==> src/rtl/deadline_ordered_timer_queue_unit_macros.svh <==
// assertion macros used by the timer queue engine rtl
// expects clk_i and rst_ni in the scope of each use
`ifndef DEADLINE_ORDERED_TIMER_QUEUE_UNIT_MACROS_SVH
`define DEADLINE_ORDERED_TIMER_QUEUE_UNIT_MACROS_SVH

// same-cycle implication, checked out of reset
`define DOTQ_ASSERT_IMP(lbl, ante, cons, msg) \
  lbl: assert property (@(posedge clk_i) disable iff (!rst_ni) (ante) |-> (cons)) \
    else $error(msg);

// next-cycle implication, checked out of reset
`define DOTQ_ASSERT_NXT(lbl, ante, cons, msg) \
  lbl: assert property (@(posedge clk_i) disable iff (!rst_ni) (ante) |=> (cons)) \
    else $error(msg);

`endif

==> src/rtl/dotq_pkg.sv <==
// types and constants for the deadline ordered timer queue
// no dependencies
`default_nettype none

package dotq_pkg;

  localparam int ID_W   = 4;
  localparam int MODE_W = 3;
  localparam int TIME_W = 32;
  localparam int DL_W   = TIME_W + 1;
  localparam int CNT_W  = 5;

  typedef enum logic [MODE_W-1:0] {
    MODE_SCHEDULE = 3'd0,
    MODE_EXTEND   = 3'd1,
    MODE_CANCEL   = 3'd2,
    MODE_QUERY    = 3'd3,
    MODE_POP      = 3'd4,
    MODE_CLEAR    = 3'd5
  } mode_e;

  typedef enum logic [2:0] {
    ST_IDLE,
    ST_FETCH,
    ST_HEAD,
    ST_CHECK,
    ST_DROP,
    ST_INSERT,
    ST_DONE
  } state_e;

  typedef struct packed {
    logic [MODE_W-1:0] mode;
    logic [ID_W-1:0]   msg_id;
    logic [TIME_W-1:0] delay_ms;
    logic [TIME_W-1:0] now_ms;
  } in_t;

  typedef struct packed {
    logic             pop_valid;
    logic [ID_W-1:0]  popped_id;
    logic             is_pending;
    logic [CNT_W-1:0] queue_count;
  } out_t;

endpackage

`default_nettype wire

==> src/rtl/dotq_ram.sv <==
// generic simple dual-port ram, one write and one registered read port
// no dependencies
`default_nettype none

module dotq_ram #(
  parameter int WIDTH = 8,
  parameter int DEPTH = 16
) (
  input  wire logic                                     clk_i,
  input  wire logic                                     wr_en_i,
  input  wire logic [((DEPTH > 1) ? $clog2(DEPTH) : 1)-1:0] wr_addr_i,
  input  wire logic [WIDTH-1:0]                         wr_data_i,
  input  wire logic                                     rd_en_i,
  input  wire logic [((DEPTH > 1) ? $clog2(DEPTH) : 1)-1:0] rd_addr_i,
  output logic      [WIDTH-1:0]                         rd_data_o
);

  logic [WIDTH-1:0] mem_q [DEPTH];
  logic [WIDTH-1:0] rd_data_q;

  always_ff @(posedge clk_i) begin
    if (wr_en_i) begin
      mem_q[wr_addr_i] <= wr_data_i;
    end
    if (rd_en_i) begin
      rd_data_q <= mem_q[rd_addr_i];
    end
  end

  assign rd_data_o = rd_data_q;

endmodule

`default_nettype wire

==> src/rtl/dotq_engine.sv <==
// sequencer for the timer queue: order list and deadline rams, armed flags,
// drop and insert walks; depends on dotq_pkg, dotq_ram and the macro header
`default_nettype none
`include "deadline_ordered_timer_queue_unit_macros.svh"

module dotq_engine
  import dotq_pkg::*;
#(
  parameter int NUM_MSGS = 16
) (
  input  wire logic clk_i,
  input  wire logic rst_ni,
  input  wire logic in_valid_i,
  output logic      in_ready_o,
  input  wire in_t  in_data_i,
  output logic      res_valid_o,
  input  wire logic res_ready_i,
  output out_t      res_o
);

  localparam int IdxW = (NUM_MSGS > 1) ? $clog2(NUM_MSGS) : 1;
  localparam int LenW = $clog2(NUM_MSGS + 1);

  state_e state_q, state_d;

  in_t              cmd_q, cmd_d;
  logic [DL_W-1:0]  new_dl_q, new_dl_d;
  logic [ID_W-1:0]  tgt_id_q, tgt_id_d;
  logic [LenW-1:0]  len_q, len_d;
  logic [NUM_MSGS-1:0] armed_q, armed_d;
  logic [LenW-1:0]  rp_q, rp_d;
  logic             v1_q, v1_d;
  logic             v2_q, v2_d;
  logic [IdxW-1:0]  k1_q, k1_d;
  logic [IdxW-1:0]  k2_q, k2_d;
  logic [ID_W-1:0]  e2_q, e2_d;
  logic [ID_W-1:0]  carry_q, carry_d;
  logic             found_q, found_d;
  logic             ins_q, ins_d;
  logic             place_q, place_d;
  logic             pend_q, pend_d;
  logic             pop_valid_q, pop_valid_d;
  logic [ID_W-1:0]  popped_q, popped_d;
  logic             pending_q, pending_d;

  // ram ports
  logic            ord_wr_en, ord_rd_en;
  logic [IdxW-1:0] ord_wr_addr, ord_rd_addr;
  logic [ID_W-1:0] ord_wr_data, ord_rdata;
  logic            dl_wr_en, dl_rd_en;
  logic [IdxW-1:0] dl_wr_addr, dl_rd_addr;
  logic [DL_W-1:0] dl_wr_data, dl_rdata;

  mode_e           cmd_mode;
  logic            id_ok;
  logic [IdxW-1:0] tgt_idx;
  logic [DL_W-1:0] now_ext;
  logic            pop_due;
  logic            place_go;
  logic            scan_rd;
  logic            walk_idle;
  logic            drop_hit;
  logic [LenW-1:0] len_after;

  dotq_ram #(
    .WIDTH(ID_W),
    .DEPTH(NUM_MSGS)
  ) u_order_ram (
    .clk_i    (clk_i),
    .wr_en_i  (ord_wr_en),
    .wr_addr_i(ord_wr_addr),
    .wr_data_i(ord_wr_data),
    .rd_en_i  (ord_rd_en),
    .rd_addr_i(ord_rd_addr),
    .rd_data_o(ord_rdata)
  );

  // deadlines are only used for armed or listed ids, all written before
  dotq_ram #(
    .WIDTH(DL_W),
    .DEPTH(NUM_MSGS)
  ) u_deadline_ram (
    .clk_i    (clk_i),
    .wr_en_i  (dl_wr_en),
    .wr_addr_i(dl_wr_addr),
    .wr_data_i(dl_wr_data),
    .rd_en_i  (dl_rd_en),
    .rd_addr_i(dl_rd_addr),
    .rd_data_o(dl_rdata)
  );

  assign cmd_mode  = mode_e'(cmd_q.mode);
  assign id_ok     = (32'(cmd_q.msg_id) < 32'(NUM_MSGS));
  assign tgt_idx   = IdxW'(tgt_id_q);
  assign now_ext   = {1'b0, cmd_q.now_ms};
  assign pop_due   = armed_q[tgt_idx] && (now_ext >= dl_rdata);
  assign place_go  = (cmd_mode == MODE_SCHEDULE) ||
                     ((cmd_mode == MODE_EXTEND) &&
                      (!armed_q[tgt_idx] || (new_dl_q > dl_rdata)));
  assign scan_rd   = (rp_q < len_q);
  assign walk_idle = !scan_rd && !v1_q && !v2_q;
  // a query walks the list without removing anything
  assign drop_hit  = found_q && (cmd_mode != MODE_QUERY);
  assign len_after = drop_hit ? (len_q - LenW'(1)) : len_q;

  assign in_ready_o  = (state_q == ST_IDLE);
  assign res_valid_o = (state_q == ST_DONE);
  assign res_o       = '{pop_valid:   pop_valid_q,
                         popped_id:   popped_q,
                         is_pending:  pending_q,
                         queue_count: CNT_W'(len_q)};

  // next state
  always_comb begin
    state_d = state_q;
    unique case (state_q)
      ST_IDLE: begin
        if (in_valid_i) state_d = ST_FETCH;
      end
      ST_FETCH: begin
        unique case (cmd_mode)
          MODE_CLEAR:    state_d = ST_DONE;
          MODE_POP:      state_d = (len_q != '0) ? ST_HEAD : ST_DONE;
          MODE_SCHEDULE,
          MODE_EXTEND,
          MODE_CANCEL,
          MODE_QUERY:    state_d = id_ok ? ST_CHECK : ST_DONE;
          default:       state_d = ST_DONE;
        endcase
      end
      ST_HEAD: state_d = ST_CHECK;
      ST_CHECK: begin
        unique case (cmd_mode)
          MODE_POP:      state_d = pop_due ? ST_DROP : ST_DONE;
          MODE_SCHEDULE,
          MODE_EXTEND:   state_d = place_go ? ST_DROP : ST_DONE;
          MODE_CANCEL,
          MODE_QUERY:    state_d = ST_DROP;
          default:       state_d = ST_DONE;
        endcase
      end
      ST_DROP: begin
        if (walk_idle) begin
          state_d = (place_q && (len_after < LenW'(NUM_MSGS))) ? ST_INSERT : ST_DONE;
        end
      end
      ST_INSERT: begin
        if (walk_idle) state_d = ST_DONE;
      end
      ST_DONE: begin
        if (res_ready_i) state_d = ST_IDLE;
      end
      default: state_d = ST_IDLE;
    endcase
  end

  // datapath and ram control
  always_comb begin
    cmd_d       = cmd_q;
    new_dl_d    = new_dl_q;
    tgt_id_d    = tgt_id_q;
    len_d       = len_q;
    armed_d     = armed_q;
    rp_d        = rp_q;
    v1_d        = v1_q;
    v2_d        = v2_q;
    k1_d        = k1_q;
    k2_d        = k2_q;
    e2_d        = e2_q;
    carry_d     = carry_q;
    found_d     = found_q;
    ins_d       = ins_q;
    place_d     = place_q;
    pend_d      = pend_q;
    pop_valid_d = pop_valid_q;
    popped_d    = popped_q;
    pending_d   = pending_q;

    ord_wr_en   = 1'b0;
    ord_wr_addr = '0;
    ord_wr_data = '0;
    ord_rd_en   = 1'b0;
    ord_rd_addr = '0;
    dl_wr_en    = 1'b0;
    dl_wr_addr  = tgt_idx;
    dl_wr_data  = new_dl_q;
    dl_rd_en    = 1'b0;
    dl_rd_addr  = tgt_idx;

    unique case (state_q)
      ST_IDLE: begin
        if (in_valid_i) begin
          cmd_d       = in_data_i;
          new_dl_d    = {1'b0, in_data_i.delay_ms} + {1'b0, in_data_i.now_ms};
          tgt_id_d    = in_data_i.msg_id;
          place_d     = 1'b0;
          pend_d      = 1'b0;
          pop_valid_d = 1'b0;
          popped_d    = '0;
          pending_d   = 1'b0;
        end
      end
      ST_FETCH: begin
        unique case (cmd_mode)
          MODE_CLEAR: len_d = '0;
          MODE_POP: begin
            ord_rd_en   = (len_q != '0);
            ord_rd_addr = '0;
          end
          MODE_SCHEDULE,
          MODE_EXTEND,
          MODE_CANCEL,
          MODE_QUERY: dl_rd_en = id_ok;
          default: ;
        endcase
      end
      ST_HEAD: begin
        tgt_id_d   = ord_rdata;
        dl_rd_en   = 1'b1;
        dl_rd_addr = IdxW'(ord_rdata);
      end
      ST_CHECK: begin
        rp_d    = '0;
        v1_d    = 1'b0;
        v2_d    = 1'b0;
        found_d = 1'b0;
        ins_d   = 1'b0;
        unique case (cmd_mode)
          MODE_POP: begin
            if (pop_due) begin
              armed_d[tgt_idx] = 1'b0;
              pop_valid_d      = 1'b1;
              popped_d         = tgt_id_q;
            end
          end
          MODE_SCHEDULE,
          MODE_EXTEND: begin
            if (place_go) begin
              dl_wr_en         = 1'b1;
              armed_d[tgt_idx] = 1'b1;
              place_d          = 1'b1;
            end
          end
          MODE_QUERY: pend_d = armed_q[tgt_idx] && (now_ext < dl_rdata);
          default: ;
        endcase
      end
      ST_DROP: begin
        v1_d = scan_rd;
        if (scan_rd) begin
          ord_rd_en   = 1'b1;
          ord_rd_addr = IdxW'(rp_q);
          rp_d        = rp_q + LenW'(1);
          k1_d        = IdxW'(rp_q);
        end
        if (v1_q) begin
          // entries behind the removed one move up by one place
          if (drop_hit) begin
            ord_wr_en   = 1'b1;
            ord_wr_addr = k1_q - IdxW'(1);
            ord_wr_data = ord_rdata;
          end
          if (ord_rdata == tgt_id_q) found_d = 1'b1;
        end
        if (walk_idle) begin
          len_d = len_after;
          rp_d  = '0;
          if ((cmd_mode == MODE_CANCEL) && found_q) armed_d[tgt_idx] = 1'b0;
          if (cmd_mode == MODE_QUERY) pending_d = found_q && pend_q;
        end
      end
      ST_INSERT: begin
        v1_d = scan_rd;
        if (scan_rd) begin
          ord_rd_en   = 1'b1;
          ord_rd_addr = IdxW'(rp_q);
          rp_d        = rp_q + LenW'(1);
          k1_d        = IdxW'(rp_q);
        end
        v2_d = v1_q;
        if (v1_q) begin
          dl_rd_en   = 1'b1;
          dl_rd_addr = IdxW'(ord_rdata);
          e2_d       = ord_rdata;
          k2_d       = k1_q;
        end
        if (v2_q) begin
          // new id lands before the first entry that is not earlier
          if (ins_q) begin
            ord_wr_en   = 1'b1;
            ord_wr_addr = k2_q;
            ord_wr_data = carry_q;
            carry_d     = e2_q;
          end else if (dl_rdata >= new_dl_q) begin
            ord_wr_en   = 1'b1;
            ord_wr_addr = k2_q;
            ord_wr_data = tgt_id_q;
            carry_d     = e2_q;
            ins_d       = 1'b1;
          end
        end
        if (walk_idle) begin
          ord_wr_en   = 1'b1;
          ord_wr_addr = IdxW'(len_q);
          ord_wr_data = ins_q ? carry_q : tgt_id_q;
          len_d       = len_q + LenW'(1);
        end
      end
      ST_DONE: ;
      default: ;
    endcase
  end

  always_ff @(posedge clk_i or negedge rst_ni) begin
    if (!rst_ni) begin
      state_q <= ST_IDLE;
      len_q   <= '0;
      armed_q <= '0;
      v1_q    <= 1'b0;
      v2_q    <= 1'b0;
      found_q <= 1'b0;
      ins_q   <= 1'b0;
      place_q <= 1'b0;
    end else begin
      state_q <= state_d;
      len_q   <= len_d;
      armed_q <= armed_d;
      v1_q    <= v1_d;
      v2_q    <= v2_d;
      found_q <= found_d;
      ins_q   <= ins_d;
      place_q <= place_d;
    end
  end

  always_ff @(posedge clk_i) begin
    cmd_q       <= cmd_d;
    new_dl_q    <= new_dl_d;
    tgt_id_q    <= tgt_id_d;
    rp_q        <= rp_d;
    k1_q        <= k1_d;
    k2_q        <= k2_d;
    e2_q        <= e2_d;
    carry_q     <= carry_d;
    pend_q      <= pend_d;
    pop_valid_q <= pop_valid_d;
    popped_q    <= popped_d;
    pending_q   <= pending_d;
  end

  `DOTQ_ASSERT_IMP(a_idle_walk_empty, state_q == ST_IDLE, !v1_q && !v2_q, "walk pipeline busy while idle")
  `DOTQ_ASSERT_NXT(a_insert_has_room, (state_q == ST_DROP) && (state_d == ST_INSERT), len_q < LenW'(NUM_MSGS), "insert started on a full list")
  `DOTQ_ASSERT_NXT(a_pop_disarms, (state_q == ST_CHECK) && (cmd_mode == MODE_POP) && pop_due, !armed_q[$past(tgt_idx)] && pop_valid_q, "popped id still armed")
  `DOTQ_ASSERT_NXT(a_done_holds, (state_q == ST_DONE) && !res_ready_i, (state_q == ST_DONE) && $stable(len_q), "result word changed while stalled")

endmodule

`default_nettype wire

==> src/rtl/deadline_ordered_timer_queue_unit.sv <==
// deadline_ordered_timer_queue_unit: engine plus output register
// depends on dotq_pkg and dotq_engine
//
// Timer queue that keeps up to NUM_MSGS ids in deadline order.
// Input channel (in_valid_i/in_ready_o/in_data_i) carries one command word:
// mode, msg_id, delay_ms, now_ms. Output channel (out_valid_o/out_ready_i/
// out_data_o) returns exactly one result word per command, in order.
// Commands are handled one at a time; in_ready_o is high while the engine
// is idle, also while a finished result still sits in the output register.
// The list walks set how long a command takes: the drop walk reads the
// order ram once per entry, the insert walk reads order ram then deadline
// ram per entry, each ram having one read port with a registered read.
// Reset empties the list and clears every armed flag; no clearing pass.
// If the receiver stalls, the result word is held in the output register,
// the engine takes the next command and parks its result until the
// register frees up.
`default_nettype none

module deadline_ordered_timer_queue_unit
  import dotq_pkg::*;
#(
  parameter int NUM_MSGS = 16
) (
  input  wire logic clk_i,
  input  wire logic rst_ni,
  input  wire logic in_valid_i,
  output logic      in_ready_o,
  input  wire in_t  in_data_i,
  output logic      out_valid_o,
  input  wire logic out_ready_i,
  output out_t      out_data_o
);

  logic res_valid;
  logic res_ready;
  out_t res;

  logic out_valid_q, out_valid_d;
  out_t out_data_q, out_data_d;

  dotq_engine #(
    .NUM_MSGS(NUM_MSGS)
  ) u_engine (
    .clk_i      (clk_i),
    .rst_ni     (rst_ni),
    .in_valid_i (in_valid_i),
    .in_ready_o (in_ready_o),
    .in_data_i  (in_data_i),
    .res_valid_o(res_valid),
    .res_ready_i(res_ready),
    .res_o      (res)
  );

  assign res_ready = !out_valid_q || out_ready_i;

  always_comb begin
    out_valid_d = out_valid_q;
    out_data_d  = out_data_q;
    if (res_valid && res_ready) begin
      out_valid_d = 1'b1;
      out_data_d  = res;
    end else if (out_ready_i) begin
      out_valid_d = 1'b0;
    end
  end

  always_ff @(posedge clk_i or negedge rst_ni) begin
    if (!rst_ni) begin
      out_valid_q <= 1'b0;
    end else begin
      out_valid_q <= out_valid_d;
    end
  end

  always_ff @(posedge clk_i) begin
    out_data_q <= out_data_d;
  end

  assign out_valid_o = out_valid_q;
  assign out_data_o  = out_data_q;

endmodule

`default_nettype wire

==> config.mk <==
export PLATFORM = sky130hd
export DESIGN_NAME = deadline_ordered_timer_queue_unit
export DESIGN_NICKNAME = d
export VERILOG_FILES = /design/src/rtl/dotq_pkg.sv /design/src/rtl/dotq_ram.sv /design/src/rtl/dotq_engine.sv /design/src/rtl/deadline_ordered_timer_queue_unit.sv
export VERILOG_INCLUDE_DIRS = /design/src /design/src/rtl
export SDC_FILE = /design/constraint.sdc
export NUM_CORES = 1
export LEC_CHECK = 0
export BUFFER_PORTS_ARGS = -buffer_cell sky130_fd_sc_hd__buf_4
export CAP_MARGIN = 10
export CORE_MARGIN = 4
export CORE_UTILIZATION = 55
export CTS_CLUSTER_SIZE = 12
export DETAILED_ROUTE_END_ITERATION = 10
export MAX_ROUTING_LAYER = met4
export PLACE_DENSITY = 0.81
export SLEW_MARGIN = 20
export SYNTH_ARGS = -nofsm -noshare
export SYNTH_HDL_FRONTEND = slang
export SYNTH_SLANG_ARGS = --single-unit
==> constraint.sdc <==
create_clock -name clk_i -period 6.59 [get_ports clk_i]
set_input_delay 0.3295 -clock clk_i [delete_from_list [all_inputs] [get_ports clk_i]]
set_output_delay 0.3295 -clock clk_i [all_outputs]
set_load 0.005 [all_outputs]
==> results.cfg, run 1 <==
[status]
status = finished, final reports clean

[synth]
synth_edf_count = 740
yosysTopAreaCell = edfxtp_1
synth_ff_type = edfxtp_1
synth_most_common_cell = edfxtp_1
syn-num-nets = 2140
ys_ff_latch = 770
yosysTopAreaCellShare_pct = 67.2
synthTopCellsByCount = edfxtp_1, mux4_2, nand2_1, ha_1, inv_1
ys_types = 74
ys_seq_area_share_pct = 69.4
synth_area_um2 = 33100
synthCells = 1957
syn_area_per_cell_um2 = 16.9
yosysWarnings = 0
synthArstFlopShare_pct = 3.90
ys_top_cells_by_area = edfxtp_1, mux4_2, ha_1, dfrtp_1, mux2i_1

[sta]
drv_slew = 0
setup_viol = 0
fmax_mhz = 198
hold_viol = 0
fin_worst_skew_ns = 0.0263
max-slew-margin-rel_pct = 26.8
fin_setup_tns_ns = 0
whs_ns = 0.0414
rsz0062_at_grt = no
fin_crit_ns = 5.05
fin_ws_ns = 1.54
timing.final.crit_share_pct = 76.6
worstMarginPinSlew_ns = 1.09

[placed_design]
detailed_place_hpwl_um = 45200
dp.cells = 2765
post_dp_cell_area_um2 = 34700
port_buffers = 87
gp_congestion = 0.918
place_ws_ns = 1.72

[layout]
n_fill_cell = 3886
multiInputGateArea_um2 = 9540
finalNetCount = 2291
drive_above_1_share_pct = 19.3
post-route-util_pct = 63.1
final_area_um2 = 37400
area_growth_pct = 13.0
register_area_um2 = 23000
layout.cells.non_filler = 2918
n_antenna_cell = 0

[job]
drv_cap = 0

[clocking]
clockBufferDepth = 3
clock_latency_ns = 0.63
cts_root_buf = clkbuf_16
clk_pin_slew_ns = 0.06
cts_tree = done
cts_max_level = 3
cts_resized = 0
cts_buffers = 78
cts_sinks = 770

[floorplanning]
ios = 88
fp.dieArea_um2 = 64200
initial_utilization_pct = 55.9
die_w_um = 253
coreArea_um2 = 59200
rows = 89
die_h_um = 253

[route]
post-route-drc-count = 0
num_vias = 18975
drt_iter0_markers = 2726
drt_wl_total_um = 78300
drt_pass1_iterations = 5
wl_per_cell_um = 26.8
ant_nets = 0
via_per_inst = 6.50

[grt]
grt_first_pass_wirelength_um = 118000
grt_max_degree = 133
overflow = 0
grt_pass1_vias = 19113
antenna_found_initial = 1
grt_usage_pct = 25.3

[power]
p_leak_nw = 13.1
peakVddDrop_v = 0.000405
p_total_mw = 14.8
power_per_cell_area_nw_per_um2 = 395

[critical_path]
crit_chain = inv_1 -> ha_1 -> nand4_1 -> nor4_1 -> a221o_1 -> nand2b_1 -> a31oi_1 -> nand2b_1 -> or2_1 -> nor2_4 -> buf_4
slowest_stage = nor4_1
crit_buf_inv = 2
crit_path_frequent_cell = nand2b_1
cp_max_fo = 21
crit_family = simple AND/OR/NAND/NOR gates
criticalPathCategory = reg -> reg
crit_path_start_kind = register
critPathRequiredTime_ns = 6.91
crit_arrival_ns = 5.37
slowest_delay_ns = 0.78
worstSetupEndpointType = register

[worst_hold_path]
holdCritPathClass = in -> reg
==> cells by family after synthesis <==
kind of cell | share of synthesized area, %
muxes | 11.7
buffers and inverters | 2.28
xor gates and xnor gates | 0.900
AOI/OAI and AO/OA | 5.83
adders and majority gates | 4.11
DFF | 69.4
and+or+nand+nor | 5.76
==> repair_timing <==
action	in CTS	in global routing
hold buffers	36	0
hold endpoints to repair	65	0
setup buffers	0	0
==> power by group <==
part	internal, mW	switching [mW]	leakage [nW]
Clock	2.28	1.78	1.11
Combinational	1.81	2.39	4.93
Sequential	6.03	0.462	7.10
Total	10.1	4.64	13.1
==> flip-flops by register name, indices dropped and copies added, names as in the netlist, 3 cells and up, named ones only <==
name,count
u_engine.u_deadline_ram.mem_q,528
u_engine.u_order_ram.mem_q,64
u_engine.dl_wr_data,33
u_engine.u_deadline_ram.rd_data_o,33
u_engine.cmd_q,32
out_data_o,11
u_engine.len_q,5
u_engine.rp_q,5
u_engine.carry_q,4
u_engine.dl_wr_addr,4
u_engine.e2_q,4
u_engine.k1_q,4
u_engine.k2_q,4
u_engine.popped_q,4
u_engine.u_order_ram.rd_data_o,4
u_engine.cmd_mode,3
u_engine.state_q,3
==> routing by layer <==
metal | track usage, % | wire length, um
met1 | 34.2 | 30500
met5 | - | 0
met2 | 39.7 | 38300
met4 | 7.97 | 2510
met3 | 4.67 | 7080
==> area by class of cell <==
type                       count  share of cell area (%)
sequential                   770                    61.5
inverter                      90                   0.907
tap                          773                    2.59
clock inverter                22                   0.559
multi-input combinational   1012                    25.5
timing repair buffer         156                    3.48
clock buffer                  95                    5.50
==> cells in the final DEF (no fill, tap or decap), drive strengths merged, types with 40 or more instances in the layout <==
cell	count
a211oi	40
a21o	41
a21oi	53
a31oi	44
and2	41
buf	120
clkbuf	95
edfxtp	740
ha	107
inv	96
mux2i	50
mux4	141
nand2	127
nor2	69
==> worst paths after layout <==
path                                                  endpoint  cells after the start                    start  slack, ns
max                        u_engine.u_deadline_ram.mem_q[3][6]                     11  u_engine.dl_wr_data[15]       1.54
min                                     u_engine.dl_wr_addr[3]                      2            in_data_i[67]       0.04
max reg2reg                u_engine.u_deadline_ram.mem_q[3][6]                     11  u_engine.dl_wr_data[15]       1.54
min reg2reg                                u_engine.carry_q[3]                      0         u_engine.e2_q[3]       0.42
max in group asynchronous                       u_engine.ins_q                      2                   rst_ni       6.08
min in group asynchronous                  u_engine.state_q[1]                      2                   rst_ni       0.18
Note: power is estimated with default switching activity, not from simulation.
==> run 2, diff against run 1 <==
Settings changed: PLACE_DENSITY 0.81 to 0.83.
Clock period 6.59 ns to 4.4 ns, I/O delays scaled along.
==> results.cfg, run 2 (synthesized netlist as in run 1, its figures left out) <==
[status]
status = finished, final reports clean

[power]
peakVddDrop_v = 0.000366
p_leak_nw = 13.3
pwr-share-seq_pct = 43.5
p_total_mw = 22.3
power_per_cell_area_nw_per_um2 = 590
p_sw_share_pct = 31.4
internal-power_mw = 15.3
power_frac_clock_pct = 26.9
p_sw_mw = 7.00
comb_power_share_pct = 29.6

[grt]
antenna_found_initial = 2
grt_max_degree = 67
grt_first_pass_wirelength_um = 120000
grt_usage_pct = 25.9
overflow = 0
grt_pass1_vias = 19346

[clocking]
clock_latency_ns = 0.62
cts_buffers = 79
cts_sinks = 770
cts_root_buf = clkbuf_16
cts_tree = done
post-cts-setup-buffer-count = 0
cts_max_level = 3
clockBufferDepth = 3
clk_pin_slew_ns = 0.06

[floorplanning]
die_w_um = 253
ios = 88
coreArea_um2 = 59200
initial_utilization_pct = 55.9
rows = 89
fp.dieArea_um2 = 64200
die_h_um = 253

[route]
drt_wl_total_um = 80400
drt_pass1_iterations = 5
ant_nets = 0
post-route-drc-count = 0
via_per_inst = 6.50
wl_per_cell_um = 27.2
drt_iter0_markers = 2918
num_vias = 19217

[placed_design]
gp_congestion = 0.926
port_buffers = 87
post_dp_cell_area_um2 = 35200
detailed_place_hpwl_um = 47100

[layout]
post-route-util_pct = 63.8
largest_register_ffs = 528
finalNetCount = 2324
final_common_cell = edfxtp_1
area_growth_pct = 14.3
multiInputGateArea_um2 = 9520
final_area_um2 = 37800
mostFrequentLayoutCells = edfxtp_1, mux4_2, nand2_1, buf_4, ha_1
register_area_um2 = 23000
top_regs = u_engine.u_deadline_ram.mem_q x528, u_engine.u_order_ram.mem_q x64
n_fill_cell = 3877
largest_register = u_engine.u_deadline_ram.mem_q
drive_above_1_share_pct = 19.8

[sta]
drv_slew = 0
fmax_mhz = 240
fin_setup_tns_ns = 0
whs_ns = 0.0860
fin_worst_skew_ns = 0.0214
max-slew-margin-rel_pct = 29.8
setup_viol = 0
hold_viol = 0
worstMarginPinSlew_ns = 1.04
timing.final.crit_share_pct = 94.7
fin_crit_ns = 4.16
rsz0062_at_grt = no

[critical_path]
crit_arrival_ns = 4.44
ff2ff_setup_slack_ns = 0.24
cp_max_fo = 17
r2r_start = u_engine.dl_wr_data[16]
worstSetupEndpointType = register
r2r_cells = 10
critPathRequiredTime_ns = 4.67
criticalPathCategory = reg -> reg
crit_path_start_kind = register
r2r_end = u_engine.u_order_ram.mem_q[12][2]

[job]
drv_cap = 0

[worst_hold_path]
holdCritPathClass = in -> async
run 2: changes by cell type in the layout (fill, tap and decap cells not counted), moves of 3 or more:
cell           change
buf_12            +18
buf_4              +9
clkbuf_1           +7
dlygate4sd3_1      +6
o21ai_0            +4
o21ai_2            -4
clkbuf_8           -3
run 2: routing by layer:
metal / up-vias / share of wire (%) / global-route usage (%)
met5: - / 0 / -
met4: 0 / 2.8 / 7.19
met3: 193 / 10 / 4.92
met2: 1260 / 50 / 41.5
met1: 9652 / 37 / 34.7
li1: 8112 / - / -
run 2: worst max-delay path, cell delays in order (launching register included):
cell      delay (ns)
edfxtp_1        0.70
inv_1           0.11
ha_1            0.36
nand4_1         0.28
nor4_2          0.47
a221o_1         0.29
a21oi_1         0.06
o211ai_1        0.48
nand2_1         0.29
a211o_1         0.41
nor2_1          0.34
run 2: final cells by class:
type                    instances  share of cell area, %
diodes                          2                 0.0132
inverters                      90                  0.897
well taps                     773                   2.56
multi-input cells            1012                   25.2
clock buffers                 101                   5.53
clock inverters                19                  0.364
repair buffers                188                   4.71
flip-flops and latches        770                   60.7
run 2: timing repair:
| item | in CTS | in global routing |
|---|---|---|
| hold endpoints to repair | 73 | 0 |
| endpoints found under the setup margin | 2 | 0 |
| resized for setup | 1 | 0 |
| hold buffers | 42 | 0 |
run 2: power groups by stage:
stage	sequential, mW	clock (mW)	combinational, mW
global route	9.75	6.39	7.13
CTS	9.67	6.07	6.58
detailed placement	9.80	0	6.44
finish	9.70	6.01	6.59
floorplan	9.49	0	4.70
global placement	9.76	0	6.17
run 2: worst max path at each step:
stage	cells after the start	from	endpoint
6_report	10	u_engine.dl_wr_data[16]	u_engine.u_order_ram.mem_q[12][2]
5_1_grt	10	u_engine.dl_wr_data[16]	u_engine.u_order_ram.mem_q[14][1]
4_1_cts	10	u_engine.dl_wr_data[16]	u_engine.u_order_ram.mem_q[14][2]
3_5_place_dp	10	u_engine.dl_wr_data[16]	u_engine.u_order_ram.mem_q[14][0]
3_3_place_gp	10	u_engine.dl_wr_data[16]	u_engine.u_order_ram.mem_q[6][2]
2_1_floorplan	11	u_engine.dl_wr_data[2]	u_engine.u_deadline_ram.mem_q[13][0]
run 2: stage by stage:
step                setup slack (ns)  std cells
detailed placement             0.180       2791
global placement               0.445       2791
floorplan                     -0.889       1957
global route                  0.0278       2955
CTS                            0.206       2953
finish                         0.235       2955
==> run 3, diff against run 2 <==
Settings changed: GPL_TIMING_DRIVEN set to 0, SYNTH_HIERARCHICAL set to 1.
==> results.cfg, run 3 <==
[status]
status = finished, final reports clean

[synth]
synth_most_common_cell = edfxtp_1
synthTopCellsByCount = edfxtp_1, mux4_2, ha_1, nand2_1, inv_1
syn_area_per_cell_um2 = 17.4
ys_ff_latch = 770
ys_types = 82
syn-num-nets = 2080
synth_ff_type = edfxtp_1
yosysWarnings = 6
synthArstFlopShare_pct = 3.90
synth_area_um2 = 33100
ys_top_cells_by_area = edfxtp_1, mux4_2, ha_1, mux4_1, dfrtp_1
ys_seq_area_share_pct = 69.5
yosysTopAreaCell = edfxtp_1
synthCells = 1897
synth_edf_count = 740
yosysTopAreaCellShare_pct = 67.2

[layout]
area_growth_pct = 17.9
mostFrequentLayoutCells = edfxtp_1, buf_4, mux4_2
top_regs = u_engine/u_deadline_ram/mem_q x528, u_engine/u_order_ram/mem_q x64
multiInputGateArea_um2 = 9520
n_antenna_cell = 0
largest_register_ffs = 528
n_fill_cell = 3605
final_area_um2 = 39000
final_common_cell = edfxtp_1
finalNetCount = 2376
register_area_um2 = 23000
largest_register = u_engine/u_deadline_ram/mem_q
drive_above_1_share_pct = 22.6

[floorplanning]
coreArea_um2 = 59200
ios = 88
fp.dieArea_um2 = 64100
rows = 89
initial_utilization_pct = 55.8
die_w_um = 253
die_h_um = 253

[critical_path]
crit_path_start_kind = register
critPathRequiredTime_ns = 4.66
endpoint = u_engine/u_order_ram/mem_q[1][2]
r2r_end = u_engine/u_order_ram/mem_q[1][2]
cp_max_fo = 4
r2r_start = u_engine/u_deadline_ram/rd_data_o[32]
worstSetupEndpointType = register
crit_arrival_ns = 4.62
r2r_cells = 13
criticalPathCategory = reg -> reg
ff2ff_setup_slack_ns = 0.04
worstSetupStartpoint = u_engine/u_deadline_ram/rd_data_o[32]

[route]
post-route-drc-count = 0
drt_pass1_iterations = 8
wl_per_cell_um = 29.9
drt_wl_total_um = 90100
wl_met3_um = 10200
highest_layer = met4
ant_nets = 0
drt_iter0_markers = 3173
via_per_inst = 6.76
num_vias = 20366
m1WireLength_um = 30800
met2WireLength_um = 44000

[power]
p_sw_mw = 7.76
p_leak_nw = 13.8
p_total_mw = 23.4
pwr-share-seq_pct = 40.9
p_sw_share_pct = 33.2
peakVddDrop_v = 0.000407
power_frac_clock_pct = 26.3
internal-power_mw = 15.6
power_per_cell_area_nw_per_um2 = 600
comb_power_share_pct = 32.8

[sta]
hold_viol = 0
timing.final.crit_share_pct = 99.1
max-slew-margin-rel_pct = 37.7
drv_slew = 0
fin_worst_skew_ns = 0.0238
worstMarginPinSlew_ns = 0.927
setup_viol = 0
fmax_mhz = 229
fin_crit_ns = 4.36

[grt]
grt_first_pass_wirelength_um = 132000
grt_pass1_vias = 20425
grt_usage_pct = 28.8
antenna_found_initial = 0
overflow = 0
grt_max_degree = 52

[clocking]
cts_max_level = 3
cts_root_buf = clkbuf_16
cts_buffers = 79
clk_pin_slew_ns = 0.06
clockBufferDepth = 3
cts_tree = done
clock_latency_ns = 0.63
cts_sinks = 770

[placed_design]
port_buffers = 87
gp_congestion = 0.877
detailed_place_hpwl_um = 53400
post_dp_cell_area_um2 = 35500

[worst_hold_path]
holdCritPathClass = in -> async

[job]
drv_cap = 0
## run 3: cell count changes after synthesis, sizes merged, moves of 13 or more
cell and change:
a31oi -40, a2111oi +15, and2 -34, a22oi +69, nor4 -13, mux2i -43, nand2 -20, a211oi -36
## run 3: cell families after synthesis
group,after synthesis,share of synthesized area [%]
adders and majority gates,108,4.11
muxes,184,11.8
AOI/OAI and AO/OA,291,6.19
buffers and inverters,173,2.56
and+or+nand+nor,337,4.91
xor gates and xnor gates,34,0.901
DFF,770,69.5
## run 3: per-stage QoR
| step | hold slack, ns | instances | setup WS [ns] | TNS (ns) | utilization, % |
|---|---|---|---|---|---|
| 3_3_place_gp | 0.182 | 2757 | -2.76 | -1036.25 | 58.6 |
| 4_1_cts | 0.0650 | 3005 | -0.0173 | -0.0331 | 65.5 |
| 2_1_floorplan | -0.0756 | 1897 | -0.433 | -46.92 | - |
| 3_5_place_dp | 0.194 | 2792 | -0.685 | -290.66 | 60.0 |
| 6_report | 0.0778 | 3012 | 0.0404 | 0 | 65.8 |
| 5_1_grt | 0.119 | 3012 | -0.0658 | -1.03 | 65.8 |
## run 3: area by class of cell
type	count	area share [%]
plain buffers	80	1.36
clock buffers	104	5.45
clock inverters	23	0.376
inverters	93	0.902
multi-input cells	954	24.4
flip-flops and latches	770	59.0
well taps	773	2.48
repair buffers	215	6.04
## run 3: per-layer routing
metal  track usage [%]  vias up
met5                 -        -
met4              12.8        0
met3              5.56      387
met2              45.8     1686
met1              36.5    10092
li1                  -     8201
## run 3: worst max-delay path: stages (launching register included)
cell      delay [ns]
edfxtp_1        0.47
ha_1            0.34
nand4_1         0.12
nor2_1          0.19
and3_1          0.24
nand4_1         0.24
nor2_1          0.32
or3_1           0.40
or3_1           0.22
o221ai_4        0.14
buf_4           0.20
nand2_1         0.15
or3b_2          0.54
nor2_1          0.41
## run 3: worst min-delay path by stage
stage	slack (ns)	end	cells after the start
2_1_floorplan	-0.08	out_valid_o	0
3_5_place_dp	0.19	out_valid_o	1
5_1_grt	0.12	u_engine/dl_wr_data[10]	3
4_1_cts	0.07	u_engine/dl_wr_data[10]	3
3_3_place_gp	0.18	out_valid_o	1
6_report	0.08	out_valid_o	2
## run 3: what timing repair did
action / CTS / global route
endpoints found under the setup margin: 616 / 210
setup buffers: 42 / 7
gates resized for setup: 14 / 49
pin swaps: 15 / 2
endpoints found under the hold margin: 74 / 0
hold buffers: 44 / 0
## run 3: power groups by stage
| stage | registers [mW] | logic [mW] | clock network [mW] |
|---|---|---|---|
| 5_1_grt | 9.60 | 8.06 | 6.52 |
| 4_1_cts | 9.53 | 7.37 | 6.17 |
| 2_1_floorplan | 9.54 | 4.81 | 0 |
| 3_3_place_gp | 9.78 | 6.45 | 0 |
| 6_report | 9.56 | 7.66 | 6.15 |
| 3_5_place_dp | 9.78 | 6.88 | 0 |
